===== src/sv/i2c_ram_pkg.sv =====
// ----------------------------------------------------------------------------
// i2c_ram_pkg - shared types and constants of the i2c register access master
// Holds the command codes, the reset address and the result record that the
// controller hands to the top level.
// ----------------------------------------------------------------------------
package i2c_ram_pkg;

  // default depth of the write byte buffer
  localparam int unsigned MAX_BYTES_DEF = 16;

  // target address after reset
  localparam logic [6:0] DEV_ADDR_RESET = 7'd54;

  // command codes carried with each input transfer
  typedef enum logic [1:0] {
    OP_TICK  = 2'd0,
    OP_PUSH  = 2'd1,
    OP_WRITE = 2'd2,
    OP_READ  = 2'd3
  } op_e;

  // one result record, produced for every accepted input transfer
  typedef struct packed {
    logic       scl_level;
    logic       sda_level;
    logic       busy_res;
    logic       read_valid;
    logic [7:0] read_data;
    logic       read_last;
    logic       done_res;
    logic       error;
  } result_t;

endpackage


===== src/sv/i2c_register_access_master.sv =====
// ----------------------------------------------------------------------------
// i2c_register_access_master - bit-level i2c master for register access
// Sequences register writes and register reads one bus delay segment per
// tick and reports the driven SCL and SDA levels.
// ----------------------------------------------------------------------------
// Usage:
//   Each slave-side transfer carries one command: a tick, a write byte push,
//   a write start or a read start. Pushes and starts are taken while idle;
//   while busy only ticks advance the bus, other commands pass as no-ops.
//   Every accepted command yields exactly one master-side transfer with the
//   SCL/SDA levels, busy, any received byte (tlast marks the final one) and
//   the done/error flags of a finished transaction.
//   The result is registered: it appears in the cycle after acceptance and a
//   new command is taken every cycle while results are taken, so throughput
//   is one command per clock, set by the single sequencer register stage.
//   When the master side stalls, the result is held and s_axis_tready falls
//   until it is taken; no result is lost or repeated.
//   The device address is written through the cfg channel, which is always
//   ready; write it only while idle.
//   Reset: bus released (SCL and SDA high), idle, write buffer empty,
//   device address 54. Buffer entries hold no defined value until pushed.
// ----------------------------------------------------------------------------
module i2c_register_access_master #(
  parameter int unsigned MaxBytes = i2c_ram_pkg::MAX_BYTES_DEF
) (
  input  logic        clk_i,
  input  logic        rst_ni,
  // command stream
  input  logic        s_axis_tvalid,
  output logic        s_axis_tready,
  // reg_addr[7:0], data_byte[15:8], byte_count[20:16], sda_in[21], zero[23:22]
  input  logic [23:0] s_axis_tdata,
  // op[1:0]
  input  logic [1:0]  s_axis_tuser,
  // result stream
  output logic        m_axis_tvalid,
  input  logic        m_axis_tready,
  // scl_level[0], sda_level[1], busy_res[2], read_valid[3], read_data[11:4],
  // done_res[12], error[13], zero[15:14]
  output logic [15:0] m_axis_tdata,
  output logic        m_axis_tlast,
  // device address write
  input  logic        cfg_valid_i,
  output logic        cfg_ready_o,
  input  logic [6:0]  cfg_data_i
);

  localparam int unsigned IdxW = (MaxBytes > 1) ? $clog2(MaxBytes) : 1;

  i2c_ram_pkg::result_t res;
  logic                 buf_we;
  logic [IdxW-1:0]      buf_waddr;
  logic [7:0]           buf_wdata;
  logic [IdxW-1:0]      buf_raddr;
  logic [7:0]           buf_rdata;

  assign cfg_ready_o = 1'b1;

  // sequencer with result register
  i2c_ram_fsm #(
    .MaxBytes (MaxBytes)
  ) u_fsm (
    .clk_i        (clk_i),
    .rst_ni       (rst_ni),
    .in_valid_i   (s_axis_tvalid),
    .in_ready_o   (s_axis_tready),
    .op_i         (s_axis_tuser),
    .reg_addr_i   (s_axis_tdata[7:0]),
    .data_byte_i  (s_axis_tdata[15:8]),
    .byte_count_i (s_axis_tdata[20:16]),
    .sda_in_i     (s_axis_tdata[21]),
    .cfg_we_i     (cfg_valid_i),
    .cfg_data_i   (cfg_data_i),
    .out_valid_o  (m_axis_tvalid),
    .out_ready_i  (m_axis_tready),
    .res_o        (res),
    .buf_we_o     (buf_we),
    .buf_waddr_o  (buf_waddr),
    .buf_wdata_o  (buf_wdata),
    .buf_raddr_o  (buf_raddr),
    .buf_rdata_i  (buf_rdata)
  );

  // write byte buffer
  i2c_ram_wbuf #(
    .MaxBytes (MaxBytes)
  ) u_wbuf (
    .clk_i   (clk_i),
    .we_i    (buf_we),
    .waddr_i (buf_waddr),
    .wdata_i (buf_wdata),
    .raddr_i (buf_raddr),
    .rdata_o (buf_rdata)
  );

  // result packing
  assign m_axis_tdata = {2'b00, res.error, res.done_res, res.read_data, res.read_valid,
                         res.busy_res, res.sda_level, res.scl_level};
  assign m_axis_tlast = res.read_last;

endmodule


===== src/sv/i2c_ram_wbuf.sv =====
// ----------------------------------------------------------------------------
// i2c_ram_wbuf - write byte buffer
// Single write port, one registered read port that follows the send index.
// ----------------------------------------------------------------------------
module i2c_ram_wbuf #(
  parameter int unsigned MaxBytes = i2c_ram_pkg::MAX_BYTES_DEF,
  localparam int unsigned IdxW    = (MaxBytes > 1) ? $clog2(MaxBytes) : 1
) (
  input  logic            clk_i,
  input  logic            we_i,
  input  logic [IdxW-1:0] waddr_i,
  input  logic [7:0]      wdata_i,
  input  logic [IdxW-1:0] raddr_i,
  output logic [7:0]      rdata_o
);

  logic [7:0] mem_q [MaxBytes];
  logic [7:0] rdata_q;

  // byte store, filled while the controller is idle
  always_ff @(posedge clk_i) begin
    if (we_i) begin
      mem_q[waddr_i] <= wdata_i;
    end
  end

  // read port, data follows the address in the next cycle
  always_ff @(posedge clk_i) begin
    rdata_q <= mem_q[raddr_i];
  end

  assign rdata_o = rdata_q;

endmodule


===== src/sv/i2c_ram_fsm.sv =====
// ----------------------------------------------------------------------------
// i2c_ram_fsm - bus sequencer of the i2c register access master
// Advances one bus delay segment per tick transfer and registers the result
// record of every accepted transfer.
// ----------------------------------------------------------------------------
module i2c_ram_fsm #(
  parameter int unsigned MaxBytes = i2c_ram_pkg::MAX_BYTES_DEF,
  localparam int unsigned IdxW    = (MaxBytes > 1) ? $clog2(MaxBytes) : 1,
  localparam int unsigned CntW    = $clog2(MaxBytes + 1)
) (
  input  logic                clk_i,
  input  logic                rst_ni,
  // command transfer
  input  logic                in_valid_i,
  output logic                in_ready_o,
  input  logic [1:0]          op_i,
  input  logic [7:0]          reg_addr_i,
  input  logic [7:0]          data_byte_i,
  input  logic [4:0]          byte_count_i,
  input  logic                sda_in_i,
  // configuration
  input  logic                cfg_we_i,
  input  logic [6:0]          cfg_data_i,
  // result transfer
  output logic                out_valid_o,
  input  logic                out_ready_i,
  output i2c_ram_pkg::result_t res_o,
  // write buffer
  output logic                buf_we_o,
  output logic [IdxW-1:0]     buf_waddr_o,
  output logic [7:0]          buf_wdata_o,
  output logic [IdxW-1:0]     buf_raddr_o,
  input  logic [7:0]          buf_rdata_i
);

  typedef enum logic [2:0] {
    PH_IDLE,
    PH_START,
    PH_SEND,
    PH_WACK,
    PH_RECV,
    PH_RACK,
    PH_STOP
  } phase_e;

  typedef enum logic [2:0] {
    ST_ADDR_W,
    ST_REG,
    ST_DATA,
    ST_ADDR_R,
    ST_READ
  } stage_e;

  phase_e              phase_q, phase_d;
  stage_e              stage_q, stage_d;
  logic [1:0]          seg_q, seg_d;
  logic [3:0]          bit_cnt_q, bit_cnt_d;
  logic [7:0]          shift_q, shift_d;
  logic [CntW-1:0]     left_q, left_d;
  logic [CntW-1:0]     fill_q, fill_d;
  logic [CntW-1:0]     index_q, index_d;
  logic                is_read_q, is_read_d;
  logic [7:0]          reg_q, reg_d;
  logic                scl_q, scl_d;
  logic                sda_q, sda_d;
  logic                err_q, err_d;
  logic [6:0]          dev_addr_q;
  logic                out_valid_q;
  i2c_ram_pkg::result_t res_q, res_d;
  i2c_ram_pkg::op_e    op;
  logic                accept;
  logic [CntW-1:0]     count_sat;

  assign op          = i2c_ram_pkg::op_e'(op_i);
  assign in_ready_o  = !out_valid_q || out_ready_i;
  assign accept      = in_valid_i && in_ready_o;
  assign out_valid_o = out_valid_q;
  assign res_o       = res_q;

  // buffer ports: push at the fill count, read at the send index
  assign buf_we_o    = accept && (phase_q == PH_IDLE) && (op == i2c_ram_pkg::OP_PUSH) &&
                       (fill_q < CntW'(MaxBytes));
  assign buf_waddr_o = fill_q[IdxW-1:0];
  assign buf_wdata_o = data_byte_i;
  assign buf_raddr_o = index_q[IdxW-1:0];

  // byte count limited to the buffer depth
  always_comb begin
    if (int'(byte_count_i) > int'(MaxBytes)) begin
      count_sat = CntW'(MaxBytes);
    end else begin
      count_sat = CntW'(byte_count_i);
    end
  end

  // next state and result of one transfer
  always_comb begin
    phase_d   = phase_q;
    stage_d   = stage_q;
    seg_d     = seg_q;
    bit_cnt_d = bit_cnt_q;
    shift_d   = shift_q;
    left_d    = left_q;
    fill_d    = fill_q;
    index_d   = index_q;
    is_read_d = is_read_q;
    reg_d     = reg_q;
    scl_d     = scl_q;
    sda_d     = sda_q;
    err_d     = err_q;
    res_d     = '0;

    if (phase_q == PH_IDLE) begin
      case (op)
        i2c_ram_pkg::OP_PUSH: begin
          if (fill_q < CntW'(MaxBytes)) begin
            fill_d = fill_q + CntW'(1);
          end
        end
        i2c_ram_pkg::OP_WRITE, i2c_ram_pkg::OP_READ: begin
          if (op == i2c_ram_pkg::OP_WRITE) begin
            fill_d = '0;
          end
          is_read_d = (op == i2c_ram_pkg::OP_READ);
          reg_d     = reg_addr_i;
          left_d    = count_sat;
          index_d   = '0;
          err_d     = 1'b0;
          stage_d   = ST_ADDR_W;
          phase_d   = PH_START;
          seg_d     = 2'd0;
          bit_cnt_d = 4'd0;
        end
        default: ;
      endcase
    end else if (op == i2c_ram_pkg::OP_TICK) begin
      unique case (phase_q)
        PH_START: begin
          if (seg_q == 2'd0) begin
            sda_d = 1'b1;
            scl_d = 1'b1;
            seg_d = 2'd1;
          end else if (seg_q == 2'd1) begin
            sda_d = 1'b0;
            seg_d = 2'd2;
          end else begin
            scl_d     = 1'b0;
            phase_d   = PH_SEND;
            shift_d   = {dev_addr_q, stage_q == ST_ADDR_R};
            bit_cnt_d = 4'd0;
            seg_d     = 2'd0;
          end
        end
        PH_SEND: begin
          if (seg_q == 2'd0) begin
            sda_d = shift_q[7];
            seg_d = 2'd1;
          end else if (seg_q == 2'd1) begin
            scl_d = 1'b1;
            seg_d = 2'd2;
          end else begin
            scl_d     = 1'b0;
            shift_d   = {shift_q[6:0], 1'b0};
            bit_cnt_d = bit_cnt_q + 4'd1;
            seg_d     = 2'd0;
            if (bit_cnt_q == 4'd7) begin
              sda_d     = 1'b1;
              phase_d   = PH_WACK;
              bit_cnt_d = 4'd0;
            end
          end
        end
        PH_WACK: begin
          if (seg_q == 2'd0) begin
            sda_d = 1'b1;
            seg_d = 2'd1;
          end else if (seg_q == 2'd1) begin
            scl_d = 1'b1;
            seg_d = 2'd2;
          end else begin
            scl_d     = 1'b0;
            seg_d     = 2'd0;
            bit_cnt_d = 4'd0;
            // acknowledge handling per stage of the transaction
            case (stage_q)
              ST_ADDR_W: begin
                if (sda_in_i) begin
                  err_d   = 1'b1;
                  phase_d = PH_STOP;
                end else begin
                  stage_d = ST_REG;
                  phase_d = PH_SEND;
                  shift_d = reg_q;
                end
              end
              ST_REG, ST_DATA: begin
                if (stage_q == ST_REG && is_read_q) begin
                  stage_d = ST_ADDR_R;
                  phase_d = PH_START;
                end else if (stage_q == ST_DATA && sda_in_i) begin
                  err_d   = 1'b1;
                  phase_d = PH_STOP;
                end else begin
                  stage_d = ST_DATA;
                  if (left_q == '0) begin
                    phase_d = PH_STOP;
                  end else begin
                    phase_d = PH_SEND;
                    shift_d = buf_rdata_i;
                    index_d = index_q + CntW'(1);
                    left_d  = left_q - CntW'(1);
                  end
                end
              end
              default: begin
                stage_d = ST_READ;
                if (left_q != '0) begin
                  phase_d = PH_RECV;
                  shift_d = 8'd0;
                end else begin
                  phase_d = PH_STOP;
                end
              end
            endcase
          end
        end
        PH_RECV: begin
          if (seg_q == 2'd0) begin
            scl_d = 1'b1;
            seg_d = 2'd1;
          end else begin
            shift_d   = {shift_q[6:0], sda_in_i};
            scl_d     = 1'b0;
            bit_cnt_d = bit_cnt_q + 4'd1;
            seg_d     = 2'd0;
            if (bit_cnt_q == 4'd7) begin
              res_d.read_valid = 1'b1;
              res_d.read_data  = {shift_q[6:0], sda_in_i};
              res_d.read_last  = (left_q <= CntW'(1));
              if (left_q != '0) begin
                left_d = left_q - CntW'(1);
              end
              phase_d = PH_RACK;
            end
          end
        end
        PH_RACK: begin
          if (seg_q == 2'd0) begin
            sda_d = (left_q == '0);
            seg_d = 2'd1;
          end else if (seg_q == 2'd1) begin
            scl_d = 1'b1;
            seg_d = 2'd2;
          end else begin
            scl_d     = 1'b0;
            sda_d     = 1'b1;
            seg_d     = 2'd0;
            bit_cnt_d = 4'd0;
            if (left_q != '0) begin
              phase_d = PH_RECV;
              shift_d = 8'd0;
            end else begin
              phase_d = PH_STOP;
            end
          end
        end
        PH_STOP: begin
          if (seg_q == 2'd0) begin
            sda_d = 1'b0;
            scl_d = 1'b1;
            seg_d = 2'd1;
          end else begin
            sda_d          = 1'b1;
            res_d.done_res = 1'b1;
            res_d.error    = err_q;
            phase_d        = PH_IDLE;
            seg_d          = 2'd0;
          end
        end
        default: begin
          phase_d = PH_IDLE;
        end
      endcase
    end

    res_d.scl_level = scl_d;
    res_d.sda_level = sda_d;
    res_d.busy_res  = (phase_d != PH_IDLE);
  end

  // state, configuration and result register
  always_ff @(posedge clk_i or negedge rst_ni) begin
    if (!rst_ni) begin
      phase_q     <= PH_IDLE;
      stage_q     <= ST_ADDR_W;
      seg_q       <= 2'd0;
      bit_cnt_q   <= 4'd0;
      shift_q     <= 8'd0;
      left_q      <= '0;
      fill_q      <= '0;
      index_q     <= '0;
      is_read_q   <= 1'b0;
      reg_q       <= 8'd0;
      scl_q       <= 1'b1;
      sda_q       <= 1'b1;
      err_q       <= 1'b0;
      dev_addr_q  <= i2c_ram_pkg::DEV_ADDR_RESET;
      out_valid_q <= 1'b0;
    end else begin
      if (cfg_we_i) begin
        dev_addr_q <= cfg_data_i;
      end
      if (accept) begin
        phase_q     <= phase_d;
        stage_q     <= stage_d;
        seg_q       <= seg_d;
        bit_cnt_q   <= bit_cnt_d;
        shift_q     <= shift_d;
        left_q      <= left_d;
        fill_q      <= fill_d;
        index_q     <= index_d;
        is_read_q   <= is_read_d;
        reg_q       <= reg_d;
        scl_q       <= scl_d;
        sda_q       <= sda_d;
        err_q       <= err_d;
        out_valid_q <= 1'b1;
      end else if (out_ready_i) begin
        out_valid_q <= 1'b0;
      end
    end
  end

  // result payload, no reset needed
  always_ff @(posedge clk_i) begin
    if (accept) begin
      res_q <= res_d;
    end
  end

endmodule


===== config.mk =====
export PLATFORM = sky130hd
export DESIGN_NAME = i2c_register_access_master
export DESIGN_NICKNAME = d
export VERILOG_FILES = /design/src/sv/i2c_ram_pkg.sv /design/src/sv/i2c_register_access_master.sv /design/src/sv/i2c_ram_wbuf.sv /design/src/sv/i2c_ram_fsm.sv
export SDC_FILE = /design/constraint.sdc
export NUM_CORES = 1
export LEC_CHECK = 0
export ABC_AREA = 0
export BUFFER_PORTS_ARGS = -buffer_cell sky130_fd_sc_hd__buf_2
export CAP_MARGIN = 5
export CORE_ASPECT_RATIO = 0.5
export CORE_MARGIN = 1
export CORE_UTILIZATION = 36
export CTS_CLUSTER_DIAMETER = 120
export CTS_CLUSTER_SIZE = 12
export DETAILED_ROUTE_END_ITERATION = 6
export PLACE_DENSITY = 0.49
export RECOVER_POWER = 25
export SETUP_SLACK_MARGIN = 0.2
export SKIP_LAST_GASP = 1
export SLEW_MARGIN = 30
export SYNTH_ARGS = -nofsm -noshare
export SYNTH_HDL_FRONTEND = slang
export SYNTH_HIERARCHICAL = 1
export SYNTH_SLANG_ARGS = --single-unit

===== constraint.sdc =====
create_clock -name clk_i -period 3.3 [get_ports clk_i]
set_clock_uncertainty 0.15 [all_clocks]
set_input_delay 0.33 -clock clk_i [delete_from_list [all_inputs] [get_ports clk_i]]
set_output_delay 0.33 -clock clk_i [all_outputs]
set_load 0.05 [all_outputs]

Yosys cells after proc, flatten, opt, wreduce, memory -nomap -nowiden
Memory sizes are Yosys's and may differ from the RTL's. A register that Yosys moved wholly into a read port is not among the register bits.
Index checks and enable logic that the tools add are counted.
{"block": "word_totals", "in_bits": 38, "ff_bits": 70, "n_memories": 1, "mem_bits_rw": 128}
{"block": "op_classes", "magnitude_cmp": 3, "reduce_logical": 44, "eq_ne": 53, "addsub": 4, "n_mux": 129, "bitwise_logic": 5}
{"name": "u_wbuf.mem_q", "words": 16, "word_bits": 8, "rd": 1, "rd_ports_with_merged_regs": 1, "write_ports": 1, "line": "i2c_ram_wbuf.sv:17", "source": "logic [7:0] mem_q [MaxBytes];"}
{"op": "$mux W5", "count": 25}
{"op": "$mux W8", "count": 14}
{"op": "$mux W3", "count": 28}
{"op": "$pmux W8 S5", "count": 1}
{"op": "$ne A3 B2 Y1 const B", "count": 13}
{"op": "$mux W4", "count": 9}
{"op": "$mux W1", "count": 33}
{"op": "$ne A2 B2 Y1 const B", "count": 11}
{"op": "$pmux W5 S2", "count": 2}
{"op": "$reduce_and A10 Y1", "count": 2}
{"op": "$pmux W3 S6", "count": 1}
{"op": "$reduce_and A17 Y1", "count": 1}
{"op": "$pmux W8 S2", "count": 1}
{"op": "$mux W2", "count": 7}
{"op": "$reduce_and A13 Y1", "count": 1}
{"op": "$eq A3 B2 Y1 const B", "count": 4}
{"op": "$ne A2 B1 Y1 const B", "count": 6}
{"op": "$ne A3 B1 Y1 const B", "count": 4}
{"op": "$ne A3 B3 Y1 const B", "count": 4}
{"op": "$pmux W3 S2", "count": 2}
{"op": "$pmux W4 S3", "count": 1}
{"op": "$reduce_bool A3 Y1", "count": 4}
{"op": "$reduce_or A4 Y1", "count": 3}
{"op": "$add A5 B1 Y5 const B", "count": 2}
{"op": "other kinds (34)", "count": 59}

Longest topological paths before layout
Gate-level depths: netlist of the first run.
{"block": "logic_depth", "word_depth": 11, "mapped_depth": 9, "ltp_nobuf": 8}

By module
Netlist of the first run, hierarchy kept.
{"mod": "i2c_ram_wbuf", "cells_each": 229, "area_each_um2": 5147.4, "seq_area_each_um2": 4003.8, "instances": 1}
{"mod": "i2c_ram_fsm", "cells_each": 437, "area_each_um2": 4053.9, "seq_area_each_um2": 1809.2, "instances": 1}
{"mod": "i2c_register_access_master", "cells_each": 5, "area_each_um2": 30.0, "seq_area_each_um2": 0.0, "instances": 1}

Worst setup path before layout of the first run
No wires, ideal clock.
{"block": "synth_timing", "path_kind": "register to register", "startpoint": "register u_fsm.out_valid_q (netlist: u_fsm/out_valid_o)", "endpoint": "memory u_wbuf.mem_q[0][0] (enable)", "required_ps": 2767, "stages_incl_launch_ff": 7, "arrival_time_ps": 2794, "setup_ps": 383, "path_slack_ps": -27, "period_less_slack_ps": 3327, "cell_sequence": "dfrtp_1 nand2b_1 and2_1 and4_1 clkbuf_1 or3b_2 nor3_1"}
{"block": "synth_via", "elab_chain_len": 8}
{"item": "from (decl)", "line": "i2c_ram_fsm.sv:68", "source": "logic out_valid_q;"}
{"item": "from (signal assigned)", "line": "i2c_ram_fsm.sv:308", "source": "out_valid_q <= 1'b0;"}
{"item": "from (signal assigned)", "line": "i2c_ram_fsm.sv:327", "source": "out_valid_q <= 1'b1;"}
{"item": "from (signal assigned)", "line": "i2c_ram_fsm.sv:329", "source": "out_valid_q <= 1'b0;"}
{"item": "$logic_not A1 Y1", "line": "i2c_ram_fsm.sv:75", "source": "assign in_ready_o = !out_valid_q || out_ready_i;"}
{"item": "$logic_or A1 B1 Y1", "line": "i2c_ram_fsm.sv:75"}
{"item": "named net s_axis_tready", "line": "i2c_register_access_master.sv:30", "source": "output logic s_axis_tready,"}
{"item": "$logic_and A1 B1 Y1", "line": "i2c_ram_fsm.sv:76", "source": "assign accept = in_valid_i && in_ready_o;"}
{"item": "$logic_and A1 B1 Y1 (3 in a row)", "line": "i2c_ram_fsm.sv:81", "source": "assign buf_we_o = accept && (phase_q == PH_IDLE) && (op == i2c_ram_pkg::OP_PUSH) &&"}
{"item": "named net buf_we", "line": "i2c_register_access_master.sv:51", "source": "logic buf_we;"}
{"item": "$mux W1", "line": "i2c_ram_wbuf.sv:22", "source": "if (we_i) begin"}
{"item": "$mux W1 (implied by the code)", "line": "i2c_ram_wbuf.sv:23", "source": "mem_q[waddr_i] <= wdata_i;"}
{"item": "to (decl)", "line": "i2c_ram_wbuf.sv:17"}
The timed path passes the listed nets, and every way through them passes these cells.

Worst setup path after layout of the first run
{"block": "layout_timing", "startpoint": "register u_fsm.phase_q[0]", "endpoint": "register u_fsm.left_q[0]"}
{"block": "layout_via", "elab_chain_len": 4, "elab_cells_between_ends": 19}
{"item": "from (decl)", "line": "i2c_ram_fsm.sv:54", "source": "phase_e phase_q, phase_d;"}
{"item": "from (signal assigned)", "line": "i2c_ram_fsm.sv:314", "source": "phase_q <= phase_d;"}
{"item": "$eq A3 B3 Y1 or $eq A3 B2 Y1 (tied branches)", "line": "i2c_ram_fsm.sv:137", "source": "unique case (phase_q)"}
{"item": "$pmux W5 S2", "line": "i2c_ram_fsm.sv:137"}
{"item": "$mux W5", "line": "i2c_ram_fsm.sv:136", "source": "end else if (op == i2c_ram_pkg::OP_TICK) begin"}
{"item": "$mux W5", "line": "i2c_ram_fsm.sv:113", "source": "if (phase_q == PH_IDLE) begin"}
{"item": "to (signal assigned)", "line": "i2c_ram_fsm.sv:319", "source": "left_q <= left_d;"}
{"item": "to (decl)", "line": "i2c_ram_fsm.sv:59", "source": "logic [CntW-1:0] left_q, left_d;"}
Parallel ways exist; a longest one is shown, timed or not. The select of a mux whose other input is x is not followed.
A chain may end at the register's enable or synchronous reset.

==> results.yml, run 1 <==
synth:
  synth_xor_area_share_pct: 0.569
  synth_top_family_by_area: "simple AND/OR/NAND/NOR gates"
  synthFlopType: "edfxtp_1"
  seq_area_frac_synth_pct: 63.0
  synth_top_area_share_pct: 46.5
  synth_cells: 671
  yosys_warnings: 6
  netlist.top_cell.by_area: "edfxtp_1"
  synth_area_leaders: "edfxtp_1, dfrtp_1, mux4_2"
  synth.area.mux_share_pct: 9.81
  syn_area_mm2: 0.00923
  syn_area_per_cell_um2: 13.8
  synthArstFlopShare_pct: 26.3
  ys_ff_latch: 205
  synth_edf_count: 143
  yosys.area_share.adder_pct: 0.813
  synth-compound-area-share_pct: 10.3
  synth-simple-area-share_pct: 11.5
  synth_cell_types: 73
grt:
  grt_pass1_vias: 5764
  grt_overflow_total: 0
  gr-max-usage-layer: "met2"
  global_route.usage.met2_pct: 27.0
  grt_use_met1_pct: 23.3
  grt_pass1_wl_mm: 33.4
  antenna_found_initial: 0
  grt_max_degree: 36
  grt_use_total_pct: 16.6
  met3_usage_pct: 3.13
timing:
  maxSlewHeadroom_pct: 50.5
  max_freq_ghz: 0.399
  setup_slack_ps: 795
  worstMarginPinSlew_ps: 740
  final_hold_viol_count: 0
  min_period_ps: 2510
  finalCritPeriodShare_pct: 75.9
  setup_tns_ps: 0
  finalSetupViolCount: 0
  slew_violations: 0
  rsz0062_at_grt: "false"
critical_path:
  critical_path.most_common_cell: "o31ai_1"
  startpoint_type: "flip-flop"
  crit_required_ps: 3570
  end_kind: "flip-flop"
  worst-path-buf-inv: 1
  max_stage_delay_ps: 630
  crit_type: "reg2reg"
  cp_top_family: "compound AO/OA/AOI/OAI gates"
  crit_arrival_ps: 2780
  r2r_slack_ps: 790
  cp_num_cells: 6
  cp_cell_sequence: "buf_4 -> or3_1 -> o31ai_1 -> o211ai_2 -> o21ai_0 -> o31ai_1"
  reg2reg_depth: 6
  critPathSlowestCell: "dfrtp_1"
  path_max_fanout: 20
route:
  viasPerCell: 5.27
  firstDrtPassIters: 4
  ant_nets: 0
  routedWlPerCell_um: 19.3
  drc: 0
  wl_mm: 21.1
  first_iter_violations: 423
  vias: 5769
cts:
  clock_latency_ps: 520
  tritoncts: "done"
  root_buffer: "clkbuf_16"
  clkSlewWorstSetupHoldPaths_ps: 70
  cts_made_buffers: 21
  clock-sinks: 205
  cts_buffer_depth: 3
  htreeDepth: 1
pwr:
  p_switching_mw: 2.67
  clockPowerShare_pct: 26.6
  p_sw_share_pct: 33.6
  worst_ir_drop_vdd_v: 0.000404
  intPower_mw: 5.28
  pwr-share-seq_pct: 44.2
  cellPowerDensity_mw_per_mm2: 745
  p_leak_nw: 3.93
  comb_power_share_pct: 29.1
placed_design:
  post-dp-hpwl_mm: 13.8
  pre_cts_slack_ps: 790
  io_buffers: 52
  gp_congestion: 0.805
floorplanning:
  ios: 58
  die_area_mm2: 0.0263
  design.core.area_mm2: 0.0246
  initial_core_util_pct: 37.6
  die-height_um: 115
  row_count: 40
  die-width_um: 228
layout:
  finalNetCount: 795
  ff_latch_area_mm2: 0.00581
  drive_above_1_share_pct: 19.5
  area_growth_pct: 15.5
  multi_input_area_mm2: 0.00307
  n_antenna_cell: 0
  num-fill-cells: 2271
  final_util_pct: 43.4
  final_common_cell: "edfxtp_1"
  final_cell_mix: "edfxtp_1, nand2_1, nor2_1"
worst_hold_path:
  hp-class: "in2reg"
  min_path_cells: 2
status:
  status: "finished, final reports clean"
run:
  maxCapViolCount: 0
[synth_stat cells, types with 12 or more instances]
master	number
a21oi_1	22
buf_2	16
nand2b_1	21
buf_4	16
edfxtp_1	143
nand3_1	12
a22o_1	12
mux4_2	18
dfrtp_1	48
clkbuf_1	13
o21ai_0	28
nand2_1	58
a22oi_1	17
mux4_1	14
nor2_1	55
nor3_1	14
and2_1	16
[final timing paths]
kind                                   from                   to
hold reg to reg              u_fsm/reg_q[6]       u_fsm/reg_q[6]
setup / recovery           u_fsm/phase_q[0]      u_fsm/left_q[0]
max in group asynchronous            rst_ni  u_fsm/dev_addr_q[1]
hold / removal                  cfg_valid_i  u_fsm/dev_addr_q[3]
min in group asynchronous            rst_ni      u_fsm/left_q[1]
setup reg to reg           u_fsm/phase_q[0]      u_fsm/left_q[0]
[per-stage QoR]
stage / hold slack, ps / total power, mW / cell area (um2) / cells
floorplan: -116 / 5.29 / 9240 / 672
global placement: 314 / 5.85 / 9840 / 1040
detailed placement: 316 / 5.88 / 9840 / 1040
CTS: 30.4 / 8.05 / 10600 / 1094
global route: 52.8 / 8.45 / 10700 / 1095
finish: 53.6 / 7.94 / 10700 / 1095
[final cells by class]
type                       count  area share (%)
clock buffer                  29            5.21
tap                          336            3.94
sequential                   205            54.6
inverter                       8           0.282
timing repair buffer         109            7.02
multi-input combinational    406            28.8
clock inverter                 2           0.188
[timing repair]
item | CTS | global route
endpoints found under the hold margin | 52 | 0
setup buffers | 0 | 0
gates resized for setup | 0 | 0
hold buffers | 23 | 0
[power by group through the flow]
stage	clock [mW]	combinational, mW	sequential [mW]
finish	2.11	2.32	3.51
global route	2.29	2.59	3.57
CTS	2.20	2.34	3.52
detailed placement	0	2.31	3.57
global placement	0	2.29	3.56
floorplan	0	1.95	3.34
[routing by layer]
layer / share of wire, % / routed length, um
met1: 47 / 9940
met2: 47 / 9930
met3: 4.4 / 937
met4: 1.6 / 328
met5: 0 / 0
[worst register-to-register path, cell delays in order (launching register included)]
cell,delay (ps)
dfrtp_1,630
buf_4,330
or3_1,500
o31ai_1,180
o211ai_2,380
o21ai_0,170
o31ai_1,80
[state kept, by name, summed over array words and instances (netlist names), 2 cells and up]
name,count
u_fsm/left_q,5
u_fsm/fill_q,5
u_fsm/phase_q,3
u_wbuf/rdata_o,8
u_fsm/seg_q,2
u_fsm/dev_addr_q,7
u_fsm/bit_cnt_q,4
u_fsm/index_q,4
u_fsm/stage_q,3
u_wbuf/mem_q,128
u_fsm/res_o,15
u_fsm/reg_q,8
u_fsm/shift_q,8
[cells by family after synthesis]
kind of cell               Yosys count
xor gates and xnor gates             6
AOI/OAI and AO/OA                  135
DFF                                205
adders and majority gates            6
and+or+nand+nor                    212
muxes                               44
buffers and inverters               61
other                                2
(Power assumes the default switching activity.)
==> run 2: changes to the inputs <==
--- a/config.mk
+++ b/config.mk
@@ -5,7 +5,7 @@
 export SDC_FILE = /design/constraint.sdc
 export NUM_CORES = 1
 export LEC_CHECK = 0
-export ABC_AREA = 0
+export ABC_AREA = 1
 export BUFFER_PORTS_ARGS = -buffer_cell sky130_fd_sc_hd__buf_2
 export CAP_MARGIN = 5
 export CORE_ASPECT_RATIO = 0.5
@@ -14,7 +14,7 @@
 export CTS_CLUSTER_DIAMETER = 120
 export CTS_CLUSTER_SIZE = 12
 export DETAILED_ROUTE_END_ITERATION = 6
-export PLACE_DENSITY = 0.49
+export PLACE_DENSITY = 0.51
 export RECOVER_POWER = 25
 export SETUP_SLACK_MARGIN = 0.2
 export SKIP_LAST_GASP = 1
==> constraint.sdc (replaced) <==
create_clock -name clk_i -period 2.1 [get_ports clk_i]
set_clock_uncertainty 0.15 [all_clocks]
set_input_delay 0.21 -clock clk_i [delete_from_list [all_inputs] [get_ports clk_i]]
set_output_delay 0.21 -clock clk_i [all_outputs]
set_load 0.05 [all_outputs]
==> results.yml, run 2 <==
floorplanning:
  die_area_mm2: 0.0277
  design.core.area_mm2: 0.0265
  die-height_um: 118
  initial_core_util_pct: 36.7
  ios: 58
  row_count: 42
  die-width_um: 234
timing:
  slew_violations: 0
  final_hold_viol_count: 0
  maxSlewHeadroom_pct: 29.9
  max_freq_ghz: 0.510
  setup_slack_ps: 140
  min_period_ps: 1960
  rsz0062_at_grt: "true"
  worstMarginPinSlew_ps: 1050
  finalSetupViolCount: 0
  setup_tns_ps: 0
  finalCritPeriodShare_pct: 93.4
grt:
  antenna_found_initial: 0
  grt_max_degree: 48
  grt_pass1_vias: 7323
  grt_use_total_pct: 18.7
  grt_overflow_total: 0
  grt_pass1_wl_mm: 40.1
critical_path:
  crit_type: "reg2reg"
  crit_arrival_ps: 1990
  crit_path_start: "u_fsm/phase_q[0]"
  end_kind: "flip-flop"
  max_stage_delay_ps: 430
  critPathSlowestCell: "dfrtp_1"
  timing.rr.start: "u_fsm/phase_q[0]"
  startpoint_type: "flip-flop"
  cp_cell_sequence: "nor2_4 -> nand2_4 -> nor3_4 -> nand3b_1 -> buf_6 -> nor2_4"
  path_max_fanout: 8
  crit_required_ps: 2130
  critical_path.most_common_cell: "nor2_4"
layout:
  drive_above_1_share_pct: 21.7
  finalNonFillerCells: 1566
  largest_register_ffs: 128
  area_growth_pct: 25.5
  finalNetCount: 1243
  n_antenna_cell: 0
  num-fill-cells: 2522
  largest-register: "u_wbuf/mem_q"
  final_common_cell: "nand2_1"
  final_cell_mix: "nand2_1, inv_1, edfxtp_1"
synth:
  synth_cell_types: 44
  netlist.top_cell.by_area: "edfxtp_1"
  seq_area_frac_synth_pct: 59.8
  synthFlopType: "edfxtp_1"
  synth_area_leaders: "edfxtp_1, dfrtp_1, nand2_1"
  yosys_warnings: 6
  syn_area_per_cell_um2: 9.19
  syn_area_mm2: 0.00973
  synth_top_area_share_pct: 44.1
  synth_commonest_cells: "nand2_1, inv_1, edfxtp_1"
  synthArstFlopShare_pct: 26.3
  synth_cells: 1059
  ys_ff_latch: 205
  synth_edf_count: 143
  synth_most_common_cell: "nand2_1"
route:
  viasPerCell: 4.80
  first_iter_violations: 624
  drc: 0
  firstDrtPassIters: 5
  wl_mm: 25.2
  ant_nets: 0
  routedWlPerCell_um: 16.1
  vias: 7511
cts:
  clock-sinks: 205
  tritoncts: "done"
  clock_latency_ps: 510
  clkSlewWorstSetupHoldPaths_ps: 70
  htreeDepth: 1
  root_buffer: "clkbuf_16"
  cts_buffer_depth: 3
  cts_made_buffers: 21
placed_design:
  gp_congestion: 0.875
  post-dp-hpwl_mm: 17.0
  dp.cells: 1467
  pre_cts_slack_ps: 28.1
  io_buffers: 52
status:
  status: "finished, final reports clean"
pwr:
  p_leak_nw: 5.29
  cellPowerDensity_mw_per_mm2: 1190
  worst_ir_drop_vdd_v: 0.000579
  totalPowerFinal_mw: 14.5
worst_hold_path:
  min_from: "s_axis_tdata[21]"
  hp-class: "in2reg"
run:
  maxCapViolCount: 0
==> run 2: changes by cell type after synthesis, sizes merged, moves of 17 or more <==
cell    previous run  this run
nand2b            21         0
mux4              32         0
nor2              56        73
inv                8       162
a22oi             17         0
nand2             58       324
nand3             13       129
==> run 2: power by group <==
group	total (mW)	internal [mW]	switching [mW]
clock	3.42	1.89	1.53
sequential	5.26	4.88	0.380
combinational	5.86	2.05	3.80
total	14.5	8.83	5.71
==> run 2: stage by stage <==
step	hold slack (ps)	util (%)	area [um2]
4_1_cts	4.29	44.9	11900
5_1_grt	95.1	46.1	12200
2_1_floorplan	-236	-	9880
3_5_place_dp	13.4	40.5	10700
6_report	59.8	46.1	12200
3_3_place_gp	15.6	40.5	10700
==> run 2: what timing repair did <==
item,in CTS,in global routing
endpoints found under the hold margin,119,0
resized for setup,28,73
hold buffers,38,0
pin swaps,16,35
gates cloned,0,0
buffers inserted,9,14
endpoints found under the setup margin,152,159
==> run 2: final timing paths <==
| path | to | slack (ps) | cells after the start |
|---|---|---|---|
| max | u_wbuf/mem_q[9][3] | 140 | 6 |
| max in group asynchronous | u_fsm/index_q[0] | 420 | 3 |
| min in group asynchronous | u_fsm/phase_q[0] | 240 | 2 |
| min reg2reg | u_fsm/shift_q[6] | 330 | 2 |
| min | u_fsm/shift_q[0] | 60 | 7 |
| max reg2reg | u_wbuf/mem_q[9][3] | 140 | 6 |
==> run 2: final cells by class <==
type / instances / area, um2 / area share, %
clock inverter: 2 / 20.0 / 0.164
tap: 352 / 440 / 3.61
clock buffer: 36 / 582 / 4.77
inverter: 163 / 624 / 5.11
sequential: 205 / 5820 / 47.6
multi-input combinational: 645 / 3390 / 27.8
timing repair buffer: 163 / 1330 / 10.9
==> run 2: kinds of logic after synthesis <==
family,share of synthesized area (%)
buffers and inverters,9.62
AND/OR/NAND/NOR,23.9
adder cells (fa/ha/maj),0.772
XOR/XNOR,0.450
flip-flops,59.8
other,0.0772
multiplexers,0.810
AO/OA/AOI/OAI,4.66
==> run 2: metal layers <==
layer  wire [um]  global-route usage [%]  up-vias
li1            -                       -     3713
met1       11800                    26.6     3606
met2       11800                    29.9      160
met3        1130                    3.09       32
met4         427                    4.19        0
met5           0                       0        -
==> run 2: critical path, delay by kind of cell (launching register included) <==
family / cells / cell delay [ps]
flops: 1 / 430
simple gates: 5 / 880
buf+inv: 1 / 170
